[src/design/bdk_ram.sv]
// Generic single-port synchronous RAM with registered read data.
`default_nettype none
module bdk_ram #(
    parameter int Aw = 8
) (
    input  wire logic          i_clk,
    input  wire logic          i_we,
    input  wire logic [Aw-1:0] i_addr,
    input  wire logic [7:0]    i_wdata,
    output logic      [7:0]    o_rdata
);
    logic [7:0] r_mem [2**Aw];

    always_ff @(posedge i_clk) begin
        if (i_we) begin
            r_mem[i_addr] <= i_wdata;
        end
        o_rdata <= r_mem[i_addr];
    end
endmodule
`default_nettype wire

[config.mk]
export PLATFORM = sky130hd
export DESIGN_NAME = bdk_ram
export DESIGN_NICKNAME = d
export VERILOG_FILES = /design/src/design/bdk_ram.sv
export SDC_FILE = /design/constraint.sdc
export NUM_CORES = 2
export LEC_CHECK = 0
export BUFFER_PORTS_ARGS = -buffer_cell sky130_fd_sc_hd__buf_2
export CAP_MARGIN = 30
export CORE_MARGIN = 3
export CORE_UTILIZATION = 57
export DETAILED_ROUTE_END_ITERATION = 8
export PLACE_DENSITY = 0.76
export SYNTH_ARGS = -nofsm -noshare
export SYNTH_HDL_FRONTEND = slang
export SYNTH_SLANG_ARGS = --single-unit
[constraint.sdc]
create_clock -name i_clk -period 2.25 [get_ports i_clk]
set_input_delay 0.225 -clock i_clk [delete_from_list [all_inputs] [get_ports i_clk]]
set_output_delay 0.225 -clock i_clk [all_outputs]
set_load 0.05 [all_outputs]
==> qor.yml <==
outcome:
  status: "finished with violations"
  violations: "setup timing"
timing:
  setup_viol: 3
  finalMaxSlewViolations: 0
  fin_crit_sh_pct: 107
  layout_setup_ws_ns: -0.163
  rsz0062_at_grt: "yes"
  slew_headroom_pct: 39.5
  worst_slew_pin_slew_ns: 0.905
  max_freq_ghz: 0.414
  fin_skew_ns: 0.0250
  fin_crit_ns: 2.41
  hold_viol_final: 0
floorplanning:
  io_pins: 26
  start_util_pct: 57.7
  die_h_um: 377
  dieWidth_um: 377
  core_mm2: 0.136
  die_area_mm2: 0.142
  num_rows: 135
worst_setup_path:
  rrSetupSlack_ns: -0.16
  reg2reg_from: "r_mem[108][1]$_DFFE_PP_"
  worstRegToRegCells: 5
  setup.worst_path.class: "register to register"
  critPathMaxFanout: 1
  arrival_ns: 3.02
  endpoint_kind: "register"
  critPathRequiredTime_ns: 2.86
  r2r_end: "o_rdata[1]$_DFF_P_"
  critPathLaunchType: "register"
layout:
  fin_area_mm2: 0.0935
  multi_input_area_mm2: 0.0165
  num_antenna_cells: 0
  synthToLayoutAreaGrowth_pct: 19.1
  fillers: 7838
  regArea_mm2: 0.0617
  drive_gt1_share_pct: 37.0
  nets: 4221
  fin_cells: 6156
drt:
  wl_mm: 198
  dr.pass1.iters: 6
  antenna_left: 0
  drtIter0Drc: 5995
  wire_per_inst_um: 32.2
  drc: 0
  viasPerCell: 6.69
  vias: 41172
global_routing:
  grt-ovfl-total: 0
  grtUsageTotal_pct: 28.4
  grt_pass1_vias: 41675
  grt_max_degree: 92
  antenna_found_initial: 3
  grt_pass1_wl_mm: 289
min_path:
  worstHoldStart: "i_wdata[5]"
  hp-class: "input port to register"
  min_to: "r_mem[49][5]$_DFFE_PP_"
  hold-path-cell-count: 1
synth:
  synth-edff-count: 2048
  synthesis.nets: 3565
  ys_warn_count: 0
  synth-main-ff-cell: "edfxtp_1"
  syn_avg_cell_area_um2: 22.1
  synth_cell_types: 22
  yosysSeqAreaShare_pct: 78.6
  netlist_area_mm2: 0.0785
  synth_seq_cells: 2056
  synthArstFlopShare_pct: 0
  syn_inst: 3547
placed_design:
  gp_congestion: 0.859
  placed_cell_area_mm2: 0.0867
  placed_cells: 5780
  numPortBuffers: 25
  dp_hpwl_mm: 122
  place_ws_ns: -1.06
cts:
  cts.htree.levels: 4
  clockBufferDepth: 3
  cts_sinks: 2056
  cts_buffers: 196
  post-cts-setup-buffer-count: 0
  cts.clk_slew.worst_paths_ns: 0.06
  cts-root-buf: "clkbuf_16"
  cts_tree: "yes"
  clk-insertion-delay-late_ns: 0.82
pwr:
  finalPower_mw: 78.6
  power-per-cell-area_mw_per_mm2: 841
  ir_worst_vdd_uv: 821
  p_leak_nw: 29.9
flow_run:
  maxCapViolations: 0
==> repair_timing <==
| action | in CTS | in global routing |
|---|---|---|
| cloned | 0 | 0 |
| hold buffers | 6 | 0 |
| endpoints found under the setup margin | 8 | 8 |
| gates resized for setup | 51 | 32 |
| endpoints found under the hold margin | 182 | 0 |
| pin swaps | 14 | 14 |
==> worst max-delay path, cell delays in order, from the launching register on <==
cell,delay [ns]
edfxtp_1,0.38
mux4_2,0.48
a22oi_2,0.24
a21oi_2,0.12
o41ai_4,0.65
nand4_1,0.33
==> flip-flops by register name, summed over array words and instances, names as in the netlist <==
register / flops
o_rdata: 8
r_mem: 2048
==> through the flow <==
step / hold slack, ns / setup TNS, ns / util, %
floorplan: 0.324 / -97.76 / -
global placement: 0.677 / -115.80 / 63.7
detailed placement: 0.676 / -120.22 / 63.7
CTS: 0.0633 / -0.0724 / 68.5
global route: 0.108 / -0.368 / 68.7
finish: 0.0953 / -0.302 / 68.7
==> layer usage <==
metal,track usage (%),vias up,part of all wire (%)
met3,6.32,492,11
met1,39.1,21456,36
met4,11.9,4,4.5
met5,0,-,0.014
li1,-,16411,-
met2,44.8,2809,49
==> synthesized netlist by cell type (13+ instances only) <==
| master | number | area [um^2] |
|---|---|---|
| a21oi_1 | 128 | 641 |
| buf_4 | 16 | 120 |
| buf_6 | 16 | 180 |
| a22oi_1 | 256 | 1920 |
| nor2_1 | 232 | 871 |
| edfxtp_1 | 2048 | 61500 |
| nand2_1 | 28 | 105 |
| nor3_1 | 30 | 150 |
| clkbuf_1 | 145 | 544 |
| nand3_1 | 13 | 65.1 |
| mux4_2 | 512 | 11500 |
| buf_2 | 36 | 180 |
| buf_1 | 19 | 71.3 |
| o41ai_1 | 32 | 280 |
==> how the worst max path moves through the flow <==
| stage | startpoint | cells past startpoint | endpoint |
|---|---|---|---|
| after CTS | r_mem[111][1]$_DFFE_PP_ | 5 | o_rdata[1]$_DFF_P_ |
| after global routing | r_mem[108][1]$_DFFE_PP_ | 5 | o_rdata[1]$_DFF_P_ |
| final | r_mem[108][1]$_DFFE_PP_ | 5 | o_rdata[1]$_DFF_P_ |
| after detailed placement | i_addr[0] | 9 | o_rdata[1]$_DFF_P_ |
| after global placement | i_addr[0] | 9 | o_rdata[1]$_DFF_P_ |
| after floorplan | i_addr[3] | 8 | r_mem[138][0]$_DFFE_PP_ |
==> kinds of logic after synthesis <==
group,after synthesis,synth area share [%]
buffers and inverters,233,1.40
flip-flops,2056,78.6
AO/OA/AOI/OAI,416,3.62
AND/OR/NAND/NOR,330,1.73
multiplexers,512,14.7
==> power by group <==
group          internal [mW]  switching [mW]
Combinational           1.77            2.62
Clock                   17.9            14.0
Sequential              42.2          0.0685
Total                   61.9            16.7
==> area by class of cell <==
class	count	share of cell area, %
multi-input cells	1258	17.6
clock inverters	140	1.19
well taps	1781	2.38
clock buffers	230	5.46
flip-flops and latches	2056	65.9
inverters	1	0.00401
repair buffers	690	7.38
==> placed cells by master, fill, tap and decap left out, types with 3 or more instances in the layout <==
master,count
clkinvlp_4,6
nand2_1,25
o41ai_2,11
a22oi_1,218
nor2b_1,5
mux4_2,512
dlygate4sd3_1,6
buf_2,15
clkinv_8,3
o41ai_1,11
clkinv_2,50
buf_4,524
o41ai_4,10
nand2b_1,4
a22oi_2,38
a21oi_2,16
clkinv_1,55
clkbuf_16,198
nor2_2,36
clkbuf_8,11
dfxtp_1,8
a21oi_1,112
nand2_2,3
clkbuf_1,29
inv_6,8
nor3_1,30
nor2_1,181
edfxtp_1,2048
buf_12,134
nand3_1,11
bufinv_16,15
nor2_4,15
nand4_1,8
(Power assumes the default switching activity.)
